`src/rtl/core/tws_pkg.sv`:
```
`timescale 1ns / 1ps
`default_nettype none
// ----------------------------------------------------------------------------
// tws_pkg
// Shared types for the text word statistics block.
// ----------------------------------------------------------------------------
package tws_pkg;

  // one classified text byte travelling from the front end to the back end
  typedef struct packed {
    logic       eot;
    logic       delim;
    logic       newline;
    logic       vowel;
    logic [7:0] text_byte;
  } tws_item_t;

  // one report row as registered in the back end
  typedef struct packed {
    logic        last_row;
    logic [31:0] total_vowels;
    logic [31:0] total_words;
    logic [31:0] total_lines;
    logic [31:0] total_chars;
    logic [3:0]  longest_length;
    logic [7:0]  longest_byte;
    logic [31:0] bin_count;
    logic [3:0]  length_index;
  } tws_row_t;

endpackage
`default_nettype wire

```
`src/rtl/core/tws_front.sv`:
```
`timescale 1ns / 1ps
`default_nettype none
// ----------------------------------------------------------------------------
// tws_front
// Accepts text transactions, classifies each byte and queues it.
// ----------------------------------------------------------------------------
module tws_front
  import tws_pkg::*;
(
  input  wire logic      clk_i,
  input  wire logic      rst_ni,
  input  wire logic      in_valid_i,
  output logic           in_ready_o,
  input  wire logic [7:0] in_byte_i,
  input  wire logic      in_eot_i,
  output logic           item_valid_o,
  output tws_item_t      item_o,
  input  wire logic      item_pop_i
);

  localparam logic [7:0] ChSpace   = 8'h20;
  localparam logic [7:0] ChNewline = 8'h0a;
  localparam logic [7:0] ChTab     = 8'h09;
  localparam logic [7:0] ChPeriod  = 8'h2e;
  localparam logic [7:0] ChComma   = 8'h2c;
  localparam logic [7:0] ChExcl    = 8'h21;
  localparam logic [7:0] ChA       = 8'h61;
  localparam logic [7:0] ChE       = 8'h65;
  localparam logic [7:0] ChI       = 8'h69;
  localparam logic [7:0] ChO       = 8'h6f;
  localparam logic [7:0] ChU       = 8'h75;
  localparam logic [7:0] CaseBit   = 8'h20;

  localparam int Depth = 4;
  localparam int PtrW  = $clog2(Depth);

  tws_item_t            queue_q [Depth];
  logic [PtrW-1:0]      wr_ptr_q, wr_ptr_d;
  logic [PtrW-1:0]      rd_ptr_q, rd_ptr_d;
  logic [PtrW:0]        count_q, count_d;
  tws_item_t            cls;
  logic [7:0]           low_byte;
  logic                 push;

  always_comb begin
    // folding to lower case only matters for letters, so OR-ing is enough
    low_byte      = in_byte_i | CaseBit;
    cls.eot       = in_eot_i;
    cls.text_byte = in_byte_i;
    cls.newline   = (in_byte_i == ChNewline);
    cls.delim     = (in_byte_i == ChSpace) || (in_byte_i == ChNewline) ||
                    (in_byte_i == ChTab) || (in_byte_i == ChPeriod) ||
                    (in_byte_i == ChComma) || (in_byte_i == ChExcl);
    cls.vowel     = (low_byte == ChA) || (low_byte == ChE) || (low_byte == ChI) ||
                    (low_byte == ChO) || (low_byte == ChU);
  end

  assign in_ready_o   = (count_q != (PtrW + 1)'(Depth));
  assign push         = in_valid_i && in_ready_o;
  assign item_valid_o = (count_q != '0);
  assign item_o       = queue_q[rd_ptr_q];

  always_comb begin
    wr_ptr_d = wr_ptr_q;
    rd_ptr_d = rd_ptr_q;
    count_d  = count_q;
    if (push) begin
      wr_ptr_d = wr_ptr_q + 1'b1;
    end
    if (item_pop_i) begin
      rd_ptr_d = rd_ptr_q + 1'b1;
    end
    if (push && !item_pop_i) begin
      count_d = count_q + 1'b1;
    end else if (!push && item_pop_i) begin
      count_d = count_q - 1'b1;
    end
  end

  always_ff @(posedge clk_i or negedge rst_ni) begin
    if (!rst_ni) begin
      wr_ptr_q <= '0;
      rd_ptr_q <= '0;
      count_q  <= '0;
    end else begin
      wr_ptr_q <= wr_ptr_d;
      rd_ptr_q <= rd_ptr_d;
      count_q  <= count_d;
    end
  end

  always_ff @(posedge clk_i) begin
    if (push) begin
      queue_q[wr_ptr_q] <= cls;
    end
  end

endmodule
`default_nettype wire

```
`src/rtl/core/tws_back.sv`:
```
`timescale 1ns / 1ps
`default_nettype none
// ----------------------------------------------------------------------------
// tws_back
// Applies queued bytes to the counters, word buffers and histogram, and
// walks the histogram into report rows on end of text.
// ----------------------------------------------------------------------------
module tws_back
  import tws_pkg::*;
#(
  parameter int MAX_WORD_LEN = 15,
  parameter int COUNT_BITS   = 32
) (
  input  wire logic clk_i,
  input  wire logic rst_ni,
  input  wire logic item_valid_i,
  input  tws_item_t item_i,
  output logic      item_pop_o,
  output logic      row_valid_o,
  input  wire logic row_ready_i,
  output tws_row_t  row_o
);

  localparam int LW = $clog2(MAX_WORD_LEN + 1);
  localparam int AW = $clog2(MAX_WORD_LEN);

  localparam logic [1:0] SRun = 2'd0;
  localparam logic [1:0] SWb  = 2'd1;
  localparam logic [1:0] SRd  = 2'd2;
  localparam logic [1:0] SOut = 2'd3;

  function automatic logic [COUNT_BITS-1:0] sat_inc(input logic [COUNT_BITS-1:0] v);
    return (&v) ? v : v + 1'b1;
  endfunction

  logic [1:0]            state_q, state_d;
  logic [COUNT_BITS-1:0] chars_q, chars_d;
  logic [COUNT_BITS-1:0] lines_q, lines_d;
  logic [COUNT_BITS-1:0] vowels_q, vowels_d;
  logic [COUNT_BITS-1:0] words_q, words_d;
  logic [LW-1:0]         cur_len_q, cur_len_d;
  logic [LW-1:0]         long_len_q, long_len_d;
  logic [7:0]            cur_word_q [MAX_WORD_LEN];
  logic [7:0]            long_word_q [MAX_WORD_LEN];
  logic [7:0]            long_word_d [MAX_WORD_LEN];
  logic                  cw_we;
  logic [AW-1:0]         idx_q, idx_d;
  logic                  inc_pend_q, inc_pend_d;
  logic [AW-1:0]         inc_addr_q, inc_addr_d;
  logic [AW-1:0]         rd_addr;
  logic [MAX_WORD_LEN-1:0] hist_vld_q, hist_vld_d;
  logic [COUNT_BITS-1:0] hist_mem [MAX_WORD_LEN];
  logic [COUNT_BITS-1:0] rd_data_q;
  logic                  rd_vld_q;
  logic [COUNT_BITS-1:0] bin_val;
  logic                  do_close;
  logic                  load_row;
  logic                  clear_all;
  logic                  row_valid_q, row_valid_d;
  tws_row_t              row_q, row_d;

  assign bin_val     = rd_vld_q ? rd_data_q : '0;
  assign item_pop_o  = (state_q == SRun) && item_valid_i;
  assign rd_addr     = (state_q != SRun) ? idx_q : AW'(cur_len_q - 1'b1);
  assign row_valid_o = row_valid_q;
  assign row_o       = row_q;

  always_comb begin
    state_d     = state_q;
    chars_d     = chars_q;
    lines_d     = lines_q;
    vowels_d    = vowels_q;
    words_d     = words_q;
    cur_len_d   = cur_len_q;
    long_len_d  = long_len_q;
    long_word_d = long_word_q;
    idx_d       = idx_q;
    inc_pend_d  = 1'b0;
    inc_addr_d  = inc_addr_q;
    hist_vld_d  = hist_vld_q;
    row_valid_d = row_valid_q;
    row_d       = row_q;
    cw_we       = 1'b0;
    do_close    = 1'b0;
    load_row    = 1'b0;
    clear_all   = 1'b0;

    if (inc_pend_q) begin
      hist_vld_d[inc_addr_q] = 1'b1;
    end
    if (row_ready_i) begin
      row_valid_d = 1'b0;
    end

    unique case (state_q)
      SRun: begin
        if (item_valid_i) begin
          if (item_i.eot) begin
            do_close = 1'b1;
            state_d  = SWb;
          end else begin
            chars_d = sat_inc(chars_q);
            if (item_i.newline) begin
              lines_d = sat_inc(lines_q);
            end
            if (item_i.delim) begin
              do_close = 1'b1;
            end else begin
              if (item_i.vowel) begin
                vowels_d = sat_inc(vowels_q);
              end
              if (cur_len_q < LW'(MAX_WORD_LEN)) begin
                cw_we     = 1'b1;
                cur_len_d = cur_len_q + 1'b1;
              end
            end
          end
        end
      end
      SWb: begin
        state_d = SRd;
      end
      SRd: begin
        state_d = SOut;
      end
      SOut: begin
        if (!row_valid_q || row_ready_i) begin
          load_row = 1'b1;
          if (idx_q == AW'(MAX_WORD_LEN - 1)) begin
            clear_all = 1'b1;
            state_d   = SRun;
          end else begin
            state_d = SRd;
          end
        end
      end
      default: state_d = SRun;
    endcase

    if (do_close && (cur_len_q != '0)) begin
      inc_pend_d = 1'b1;
      inc_addr_d = AW'(cur_len_q - 1'b1);
      words_d    = sat_inc(words_q);
      if (cur_len_q > long_len_q) begin
        long_len_d = cur_len_q;
        for (int k = 0; k < MAX_WORD_LEN; k++) begin
          long_word_d[k] = (LW'(k) < cur_len_q) ? cur_word_q[k] : 8'h00;
        end
      end
    end
    if (do_close) begin
      cur_len_d = '0;
    end

    if (load_row) begin
      row_valid_d          = 1'b1;
      row_d.length_index   = 4'({1'b0, idx_q} + 1'b1);
      row_d.bin_count      = 32'(bin_val);
      row_d.longest_byte   = long_word_q[0];
      row_d.longest_length = 4'(long_len_q);
      row_d.total_chars    = 32'(chars_q);
      row_d.total_lines    = 32'(lines_q);
      row_d.total_words    = 32'(words_q);
      row_d.total_vowels   = 32'(vowels_q);
      row_d.last_row       = (idx_q == AW'(MAX_WORD_LEN - 1));
      idx_d                = idx_q + 1'b1;
      // past the end of the word the buffer already holds zeros
      for (int k = 0; k < MAX_WORD_LEN - 1; k++) begin
        long_word_d[k] = long_word_q[k+1];
      end
      long_word_d[MAX_WORD_LEN-1] = 8'h00;
    end

    if (clear_all) begin
      chars_d     = '0;
      lines_d     = '0;
      vowels_d    = '0;
      words_d     = '0;
      long_len_d  = '0;
      idx_d       = '0;
      hist_vld_d  = '0;
      for (int k = 0; k < MAX_WORD_LEN; k++) begin
        long_word_d[k] = 8'h00;
      end
    end
  end

  always_ff @(posedge clk_i or negedge rst_ni) begin
    if (!rst_ni) begin
      state_q     <= SRun;
      chars_q     <= '0;
      lines_q     <= '0;
      vowels_q    <= '0;
      words_q     <= '0;
      cur_len_q   <= '0;
      long_len_q  <= '0;
      idx_q       <= '0;
      inc_pend_q  <= 1'b0;
      hist_vld_q  <= '0;
      rd_vld_q    <= 1'b0;
      row_valid_q <= 1'b0;
      for (int k = 0; k < MAX_WORD_LEN; k++) begin
        long_word_q[k] <= 8'h00;
      end
    end else begin
      state_q     <= state_d;
      chars_q     <= chars_d;
      lines_q     <= lines_d;
      vowels_q    <= vowels_d;
      words_q     <= words_d;
      cur_len_q   <= cur_len_d;
      long_len_q  <= long_len_d;
      idx_q       <= idx_d;
      inc_pend_q  <= inc_pend_d;
      hist_vld_q  <= hist_vld_d;
      rd_vld_q    <= hist_vld_q[rd_addr];
      row_valid_q <= row_valid_d;
      long_word_q <= long_word_d;
    end
  end

  always_ff @(posedge clk_i) begin
    inc_addr_q <= inc_addr_d;
    row_q      <= row_d;
    if (cw_we) begin
      cur_word_q[AW'(cur_len_q)] <= item_i.text_byte;
    end
  end

  // histogram bins: registered read-modify-write
  always_ff @(posedge clk_i) begin
    if (inc_pend_q) begin
      hist_mem[inc_addr_q] <= sat_inc(bin_val);
    end
    rd_data_q <= hist_mem[rd_addr];
  end

`ifndef ASSERT_OFF
  a_no_back_to_back_inc: assert property (@(posedge clk_i) disable iff (!rst_ni)
    inc_pend_q |=> !inc_pend_q)
    else $error("histogram increments in consecutive cycles");

  a_cur_len_range: assert property (@(posedge clk_i) disable iff (!rst_ni)
    cur_len_q <= LW'(MAX_WORD_LEN))
    else $error("open word length beyond maximum");

  a_no_pop_in_report: assert property (@(posedge clk_i) disable iff (!rst_ni)
    (state_q != SRun) |-> !item_pop_o)
    else $error("queue popped during report");

  a_last_row_index: assert property (@(posedge clk_i) disable iff (!rst_ni)
    (row_valid_q && row_q.last_row) |-> (row_q.length_index == 4'(MAX_WORD_LEN)))
    else $error("last row flag on wrong length");

  a_report_clears: assert property (@(posedge clk_i) disable iff (!rst_ni)
    clear_all |=> (chars_q == '0) && (hist_vld_q == '0) && (long_len_q == '0))
    else $error("state not cleared after report");
`endif

endmodule
`default_nettype wire

```
`src/rtl/core/text_word_statistics.sv`:
```
`timescale 1ns / 1ps
`default_nettype none
// ----------------------------------------------------------------------------
// text_word_statistics
// Word, line, character and vowel statistics with a word length histogram.
// ----------------------------------------------------------------------------
// Usage:
//   Slave stream: one text byte per transaction in s_axis_tdata. A
//   transaction with s_axis_tlast high carries no text; it closes the open
//   word and starts the report.
//   Master stream: MAX_WORD_LEN report rows, one per word length from 1
//   upwards; m_axis_tlast marks the row for length MAX_WORD_LEN.
// Timing:
//   Text bytes are taken at one per cycle while the queue has room; a
//   four-entry queue sits between the byte classifier and the
//   counter/histogram back end. A byte is written into the queue and
//   reaches the counters when the back end pops it. After the end
//   transaction a write-back state runs, then a read state and an output
//   state per row, set by the registered read of the histogram memory.
//   Input is held off once the queue fills during the report.
// Reset and stalls:
//   Reset clears all counters and the histogram valid bits at once, so no
//   clearing pass is needed; the state is cleared again after each report.
//   When m_axis_tready is low the current row is held and the walk pauses.
// ----------------------------------------------------------------------------
module text_word_statistics
  import tws_pkg::*;
#(
  parameter int MAX_WORD_LEN = 15,
  parameter int COUNT_BITS   = 32
) (
  input  wire logic         clk_i,
  input  wire logic         rst_ni,
  input  wire logic         s_axis_tvalid,
  output logic              s_axis_tready,
  input  wire logic [7:0]   s_axis_tdata,  // text_byte
  input  wire logic         s_axis_tlast,  // end_of_text
  output logic              m_axis_tvalid,
  input  wire logic         m_axis_tready,
  // length_index, bin_count, longest_byte, longest_length, total_chars,
  // total_lines, total_words, total_vowels
  output logic [175:0]      m_axis_tdata,
  output logic              m_axis_tlast   // last_row
);

  logic      item_valid;
  logic      item_pop;
  tws_item_t item;
  tws_row_t  row;

  tws_front u_front (
    .clk_i        (clk_i),
    .rst_ni       (rst_ni),
    .in_valid_i   (s_axis_tvalid),
    .in_ready_o   (s_axis_tready),
    .in_byte_i    (s_axis_tdata),
    .in_eot_i     (s_axis_tlast),
    .item_valid_o (item_valid),
    .item_o       (item),
    .item_pop_i   (item_pop)
  );

  tws_back #(
    .MAX_WORD_LEN (MAX_WORD_LEN),
    .COUNT_BITS   (COUNT_BITS)
  ) u_back (
    .clk_i        (clk_i),
    .rst_ni       (rst_ni),
    .item_valid_i (item_valid),
    .item_i       (item),
    .item_pop_o   (item_pop),
    .row_valid_o  (m_axis_tvalid),
    .row_ready_i  (m_axis_tready),
    .row_o        (row)
  );

  assign m_axis_tdata = {row.total_vowels, row.total_words, row.total_lines,
                         row.total_chars, row.longest_length, row.longest_byte,
                         row.bin_count, row.length_index};
  assign m_axis_tlast = row.last_row;

endmodule
`default_nettype wire
```
`config.mk`:
```
export PLATFORM = sky130hd
export DESIGN_NAME = text_word_statistics
export DESIGN_NICKNAME = d
export VERILOG_FILES = /design/src/rtl/core/tws_pkg.sv /design/src/rtl/core/tws_front.sv /design/src/rtl/core/tws_back.sv /design/src/rtl/core/text_word_statistics.sv
export SDC_FILE = /design/constraint.sdc
export NUM_CORES = 2
export LEC_CHECK = 0
export BUFFER_PORTS_ARGS = -buffer_cell sky130_fd_sc_hd__buf_2
export CAP_MARGIN = 20
export CORE_ASPECT_RATIO = 0.6
export CORE_MARGIN = 5
export CORE_UTILIZATION = 35
export CTS_BUF_LIST = sky130_fd_sc_hd__clkbuf_2
export DETAILED_ROUTE_END_ITERATION = 16
export GPL_ROUTABILITY_DRIVEN = 0
export PLACE_DENSITY_LB_ADDON = 0.3
export SLEW_MARGIN = 20
export SYNTH_ARGS = -nofsm -noshare
export SYNTH_HDL_FRONTEND = slang
export SYNTH_SLANG_ARGS = --single-unit
```
`constraint.sdc`:
```
create_clock -name clk_i -period 14.6 [get_ports clk_i]
set_input_delay 1.46 -clock clk_i [delete_from_list [all_inputs] [get_ports clk_i]]
set_output_delay 1.46 -clock clk_i [all_outputs]
set_load 0.01 [all_outputs]
```
Word level (Yosys, flattened, before mapping)
Memories as Yosys holds them, arrays and structs flattened. A register that Yosys moved wholly into a read port is not among the register bits. Index checks and enable logic that the tools add are counted.

Register bits: 468. Latch bits: 0. RAM bits: 648. Bits in read-only memories: 0. Input port bits: 13. Output and inout port bits: 179. Memories: 3.

Memory list: u_back.hist_mem (depth 15, bits a word 32, read ports 1, clocked after memory_dff 1, write ports 1, RTL line tws_back.sv:52) `logic [COUNT_BITS-1:0] hist_mem [MAX_WORD_LEN];`; u_back.cur_word_q (depth 15, bits a word 8, read ports 15, clocked after memory_dff 0, write ports 1, RTL line tws_back.sv:43) `logic [7:0] cur_word_q [MAX_WORD_LEN];`; u_front.queue_q (depth 4, bits a word 12, read ports 1, clocked after memory_dff 0, write ports 1, RTL line tws_front.sv:37) `tws_item_t queue_q [Depth];`.

Add/subtract/negate cells: 13. Multipliers: 0. Div/mod/pow operators: 0. Magnitude comparators: 20. Eq/ne operators: 27. Shift operators: 0. Muxes and demuxes: 90. Bitwise gates (word level): 1. Reductions and logical operators: 51.

Operators by type and width (count): two-way mux 32 bit (23); two-way mux 120 bit (4); adder 32 x 1 -> 32 bit (second input constant) (5); AND reduction 32 bit (5); two-way mux 8 bit (15); two-way mux 4 bit (12); equality test 7 x 6 -> 1 bit (second input constant) (5); equality test 8 x 6 -> 1 bit (second input constant) (4); two-way mux 15 bit (2); < comparator 4 bit (first input constant) (7); nonzero test 2 bit (14); two-way mux 1 bit (25); != test 2 x 1 -> 1 bit (second input constant) (10); equality test 8 x 4 -> 1 bit (second input constant) (2); < comparator 3 x 4 -> 1 bit (first input constant) (4); bitwise OR 15 bit (1); adder 4 x 1 -> 4 bit (second input constant) (3); logical OR 1 bit (10); < comparator 4 x 5 -> 1 bit (second input constant) (2); AND reduction 5 bit (2); nonzero test 3 bit (3); < comparator 1 x 4 -> 1 bit (first input constant) (2); < comparator 2 x 4 -> 1 bit (first input constant) (2); two-way mux 2 bit (4); other kinds (24) (36).

Longest topological paths before layout
An unclocked memory read counts as a cell.

Depth in word-level cells: 9. Gate-level depth with buffers: 12. Depth with buffers taken out: 9.

Modules after synthesis
A second synthesis with hierarchy kept.

Cells, all modules: 3099. Area total of the unflattened synthesis: 45876.5 um^2.

By module, submodules not included: tws_back (times used 1, cells each 2985, area each 43606.8 um^2, sequential area each 31099.8 um^2); tws_front (times used 1, cells each 114, area each 2269.7 um^2, sequential area each 1616.6 um^2).

Least setup slack after synthesis
OpenSTA, ideal clock, no wires.

Path type: in2reg. Start: input port m_axis_tready. End: register u_back.long_word_q[54] (netlist name). Data arrival time: 8095 ps. Slack: 6392 ps. Cell stages on the path: 7. Path buffers: 2. Path through: nand2b_1 nand3_1 clkinv_1 clkbuf_1 clkbuf_1 a22oi_1 o31ai_1.

Longest elaborated chain between the ends: 5. Elaborated cells on any way between the ends: 10.

RTL lines: start: declaration (RTL line text_word_statistics.sv:39) `input wire logic m_axis_tready,`; logical OR 1 bit * (RTL line tws_back.sv:127) `if (!row_valid_q || row_ready_i) begin`; two-way mux 1 bit * (RTL line tws_back.sv:127); two-way mux 1 bit * (RTL line tws_back.sv:95) `unique case (state_q)`; named net u_back.load_row (RTL line tws_back.sv:57) `logic load_row;`; nonzero test 3 bit (no line) or two-way mux 120 bit (tied branches); AND reduction 2 bit (no line) or two-way mux 120 bit (tied branches); end signal: assignment (RTL line tws_back.sv:218) `long_word_q <= long_word_d;`; end: declaration (RTL line tws_back.sv:44) `logic [7:0] long_word_q [MAX_WORD_LEN];`.

The timed path passes the listed nets; every way through them passes the cells marked *. A chain may end at the register's enable or synchronous reset.

Worst setup path after layout
Start: register u_front.rd_ptr_q[0]. End: register u_back.long_word_q[28] (netlist name).

Longest elaborated chain between the ends: 8.

RTL lines: start: declaration (RTL line tws_front.sv:39) `logic [PtrW-1:0] rd_ptr_q, rd_ptr_d;`; start signal: assignment (RTL line tws_front.sv:87) `rd_ptr_q <= rd_ptr_d;`; memory (4 x 12 bit) *; two-way mux 1 bit (RTL line tws_back.sv:106) `if (item_i.delim) begin`; two-way mux 1 bit * (RTL line tws_back.sv:98) `if (item_i.eot) begin`; two-way mux 1 bit * (RTL line tws_back.sv:97) `if (item_valid_i) begin`; two-way mux 1 bit * (RTL line tws_back.sv:95); logical AND 1 bit * (RTL line tws_back.sv:140) `if (do_close && (cur_len_q != '0)) begin`; nonzero test 3 bit (no line) *; AND reduction 2 bit (no line) *.

Mark *: on every way between the ends. The rest lies on a longest branch, timed or not.

==> summary.md <==
| Metric | Value |
|---|---|
| Dpl cells | 5,034 |
| Share of the synthesized area in the top cell type | 55.4% |
| DR WL/cell | 20.6 µm |
| Nets | 3,675 |
| Number of fill cells | 12.0k |
| HP Class | in2reg |
| Skew-Pair Late Insertion Delay | 1.51 ns |
| Final std cells w/o fill | 5,558 |
| Slowest stage delay, CP | 0.92 ns |
| Seq/Total Area, Yosys | 72.8% |
| Final setup fails | 0 |
| Setup Buffers After CTS | 0 |
| Clock Skews | 0.172 ns |
| I/O pin total | 192 |
| CP Max Fanout | 122 |
| Minimum clock period | 4.50 ns |
| Synth top area cells | edfxtp_1 55%, dfrtp_1 16%, nand2_1 4.5% |
| Max VDD drop | 0.218 mV |
| H-Tree Level Count | 5 |
| Setup crit start kind | flip-flop |
| Post-route ant nets | 0 |
| Via density | 5.06 |
| Largest net degree at the start of global routing | 146 |
| Starting Density | 35.4% |
| # clock sinks | 1,148 |
| Syn Area/Cell | 13.9 µm² |
| Sequential cell area | 32,700 µm² |
| Clk slew on worst S/H paths | 0.11 ns |
| Area of the multi-input gates | 11,800 µm² |
| Final hold violations | 0 |
| CTS tree | yes |
| Core area | 127,000 µm² |
| Cts bufs inserted | 296 |
| Ys flop type | edfxtp_1 |
| Count leader, synth | edfxtp_1 |
| Final Max Slew Viols | 0 |
| DP HPWL | 66,300 µm |
| Slew HR | 27.5% |
| Max Clock Freq | 0.222 GHz |
| Crit path max-delay cell type | dfrtp_1 |
| Die width | 473 µm |
| Ys Warns | 0 |
| Share of cells above drive strength 1 | 21.3% |
| Ys async rst share | 25.0% |
| Port Buffers | 191 |
| WL final | 114,000 µm |
| Synth Instances | 3,246 |
| Max Buffers Root-to-Sink | 4 |
| First-pass GRT wire length | 174,000 µm |
| Gr usage total | 16.7% |
| EDFF count, synth | 829 |
| Status | complete, no violations |
| Vias in the first global route | 27.6k |
| Critical Path AT | 5.78 ns |
| Period utilization | 30.8% |
| Global route total overflow | 0 |
| Cell area after synthesis | 45,000 µm² |
| DRC violations left | 0 |
| Yosys reg bits | 1,148 |
| Initial antenna violation count | 5 |
| Post-route cell area | 50,900 µm² |
| Syn nets | 3,280 |
| Crit path kind | reg2reg |
| DRT iter0 DRCs | 2,571 |
| Fin Setup TNS | 0 ns |
| DIE HEIGHT | 288 µm |
| DIE AREA | 136,000 µm² |
| Post-DP Area | 48,100 µm² |
| Final core occ | 40.0% |
| Row cnt | 101 |
| Vias after detailed routing | 28.1k |
| Worst-path cell chain | mux4_2, o2111ai_1, a211oi_2, nor2_4, buf_4, buf_4, o21ai_0 |
| Pwr Density | 154 nW/µm² |
| Static Leakage | 0.0193 µW |
| Worst-margin pin slew | 1.08 ns |
| RSZ-0062 raised after global routing | no |
| Number of detailed-route iterations in the first pass | 5 |
| Synth area leader | edfxtp_1 |
| Layout area overhead | 13.1% |
| Total Power | 7830 µW |
| Crit end category | flip-flop |
| Root Driver | clkbuf_2 |
| Top cells by count, synth | 829 x edfxtp_1, 536 x nand2_1, 287 x dfrtp_1 |
| Maxcap violations | 0 |
| Crit-path most repeated cell | buf_4 |
| Unique cell type count in the Yosys netlist | 68 |
| Worst EP required | 15.88 ns |
-- cell usage in the layout, fill, tap and decap left out, types with 50 or more instances in the layout --
master | synthesis | final
edfxtp_1 | 829 | 829
nand2_1 | 536 | 536
clkbuf_2 | 1 | 443
dfrtp_1 | 287 | 287
nand3_1 | 219 | 219
nor2_1 | 209 | 194
buf_2 | 24 | 190
o21ai_0 | 129 | 129
a22oi_1 | 113 | 113
xnor2_1 | 91 | 82
o211ai_1 | 63 | 63
nor3_1 | 68 | 61
mux4_2 | 57 | 57
clkinv_1 | 1 | 55
buf_4 | 6 | 50
-- kinds of logic after synthesis --
group | count (synthesis) | share of synthesized area (%)
simple gates | 1258 | 12.8
fa+ha+maj | 21 | 0.601
mux | 75 | 3.28
xor+xnor | 140 | 2.73
flops | 1148 | 72.8
compound gates | 414 | 6.12
buf+inv | 190 | 1.72
-- worst max-delay path, delay by kind of cell (launching register included) --
kind                   cells  cell delay, ns
buffers and inverters      2            1.59
multiplexers               1            0.69
AND/OR/NAND/NOR            1            0.10
AO/OA/AOI/OAI              3            0.86
flip-flops                 1            0.92
-- layer usage --
metal | part of all wire (%) | global-route usage [%]
met3 | 7.2 | 3.97
met5 | 0 | 0
met2 | 42 | 23.2
met4 | 1.8 | 5.46
met1 | 49 | 25.5
-- per-stage QoR --
step           hold WS [ns]  setup WS, ns
6_report              0.294         10.10
5_1_grt              0.0679          9.61
4_1_cts              0.0112         10.04
3_5_place_dp          0.471          9.44
3_3_place_gp          0.464          9.55
2_1_floorplan         0.425          6.39
-- final timing paths --
check | startpoint | endpoint | slack, ns | cells past startpoint
setup / recovery | u_front.rd_ptr_q[0]$_DFFE_PN0P_ | u_back.long_word_q[28]$_DFFE_PN0P_ | 10.10 | 7
hold / removal | s_axis_tdata[7] | u_front.queue_q[3][7]$_DFFE_PP_ | 0.29 | 1
setup reg to reg | u_front.rd_ptr_q[0]$_DFFE_PN0P_ | u_back.long_word_q[28]$_DFFE_PN0P_ | 10.10 | 7
hold reg to reg | u_back.long_len_q[1]$_DFFE_PN0P_ | u_back.row_o[45]$_DFFE_PP_ | 0.45 | 0
max in group asynchronous | rst_ni | u_back.long_word_q[32]$_DFFE_PN0P_ | 11.61 | 4
min in group asynchronous | rst_ni | u_back.vowels_q[11]$_DFFE_PN0P_ | 0.58 | 2
-- state kept, by name (all words and copies together) (netlist names), 3 cells and up --
name	flops
u_back.hist_mem	480
u_back.long_word_q	120
u_back.cur_word_q	120
u_back.hist_vld_q	15
u_front.count_q	3
u_back.cur_len_q	4
u_back.idx_q	4
u_back.row_o	177
u_back.rd_data_q	32
u_back.vowels_q	32
u_back.words_q	32
u_back.chars_q	32
u_back.long_len_q	4
u_back.lines_q	32
u_back.inc_addr_q	4
u_front.queue_q	48
-- cell type report --
cell class,count,share of cell area [%]
flip-flops and latches,1148,64.3
clock buffers,443,4.36
clock inverters,69,0.736
multi-input cells,1908,23.2
diodes,4,0.0197
well taps,1699,4.18
repair buffers,253,2.94
inverters,34,0.266
-- repair_timing --
| item | CTS | global route |
|---|---|---|
| resized for setup | 0 | 0 |
| endpoints found under the hold margin | 126 | 0 |
| hold buffers | 8 | 0 |
-- where the power goes --
group          internal [µW]  leakage [µW]  total [µW]  switching (µW)
clock                    872       0.00202        2160            1290
combinational            526       0.00486        1690            1170
sequential              3820        0.0124        3970             155
total                   5220        0.0193        7830            2610
Note: power is estimated with default switching activity, not from simulation.
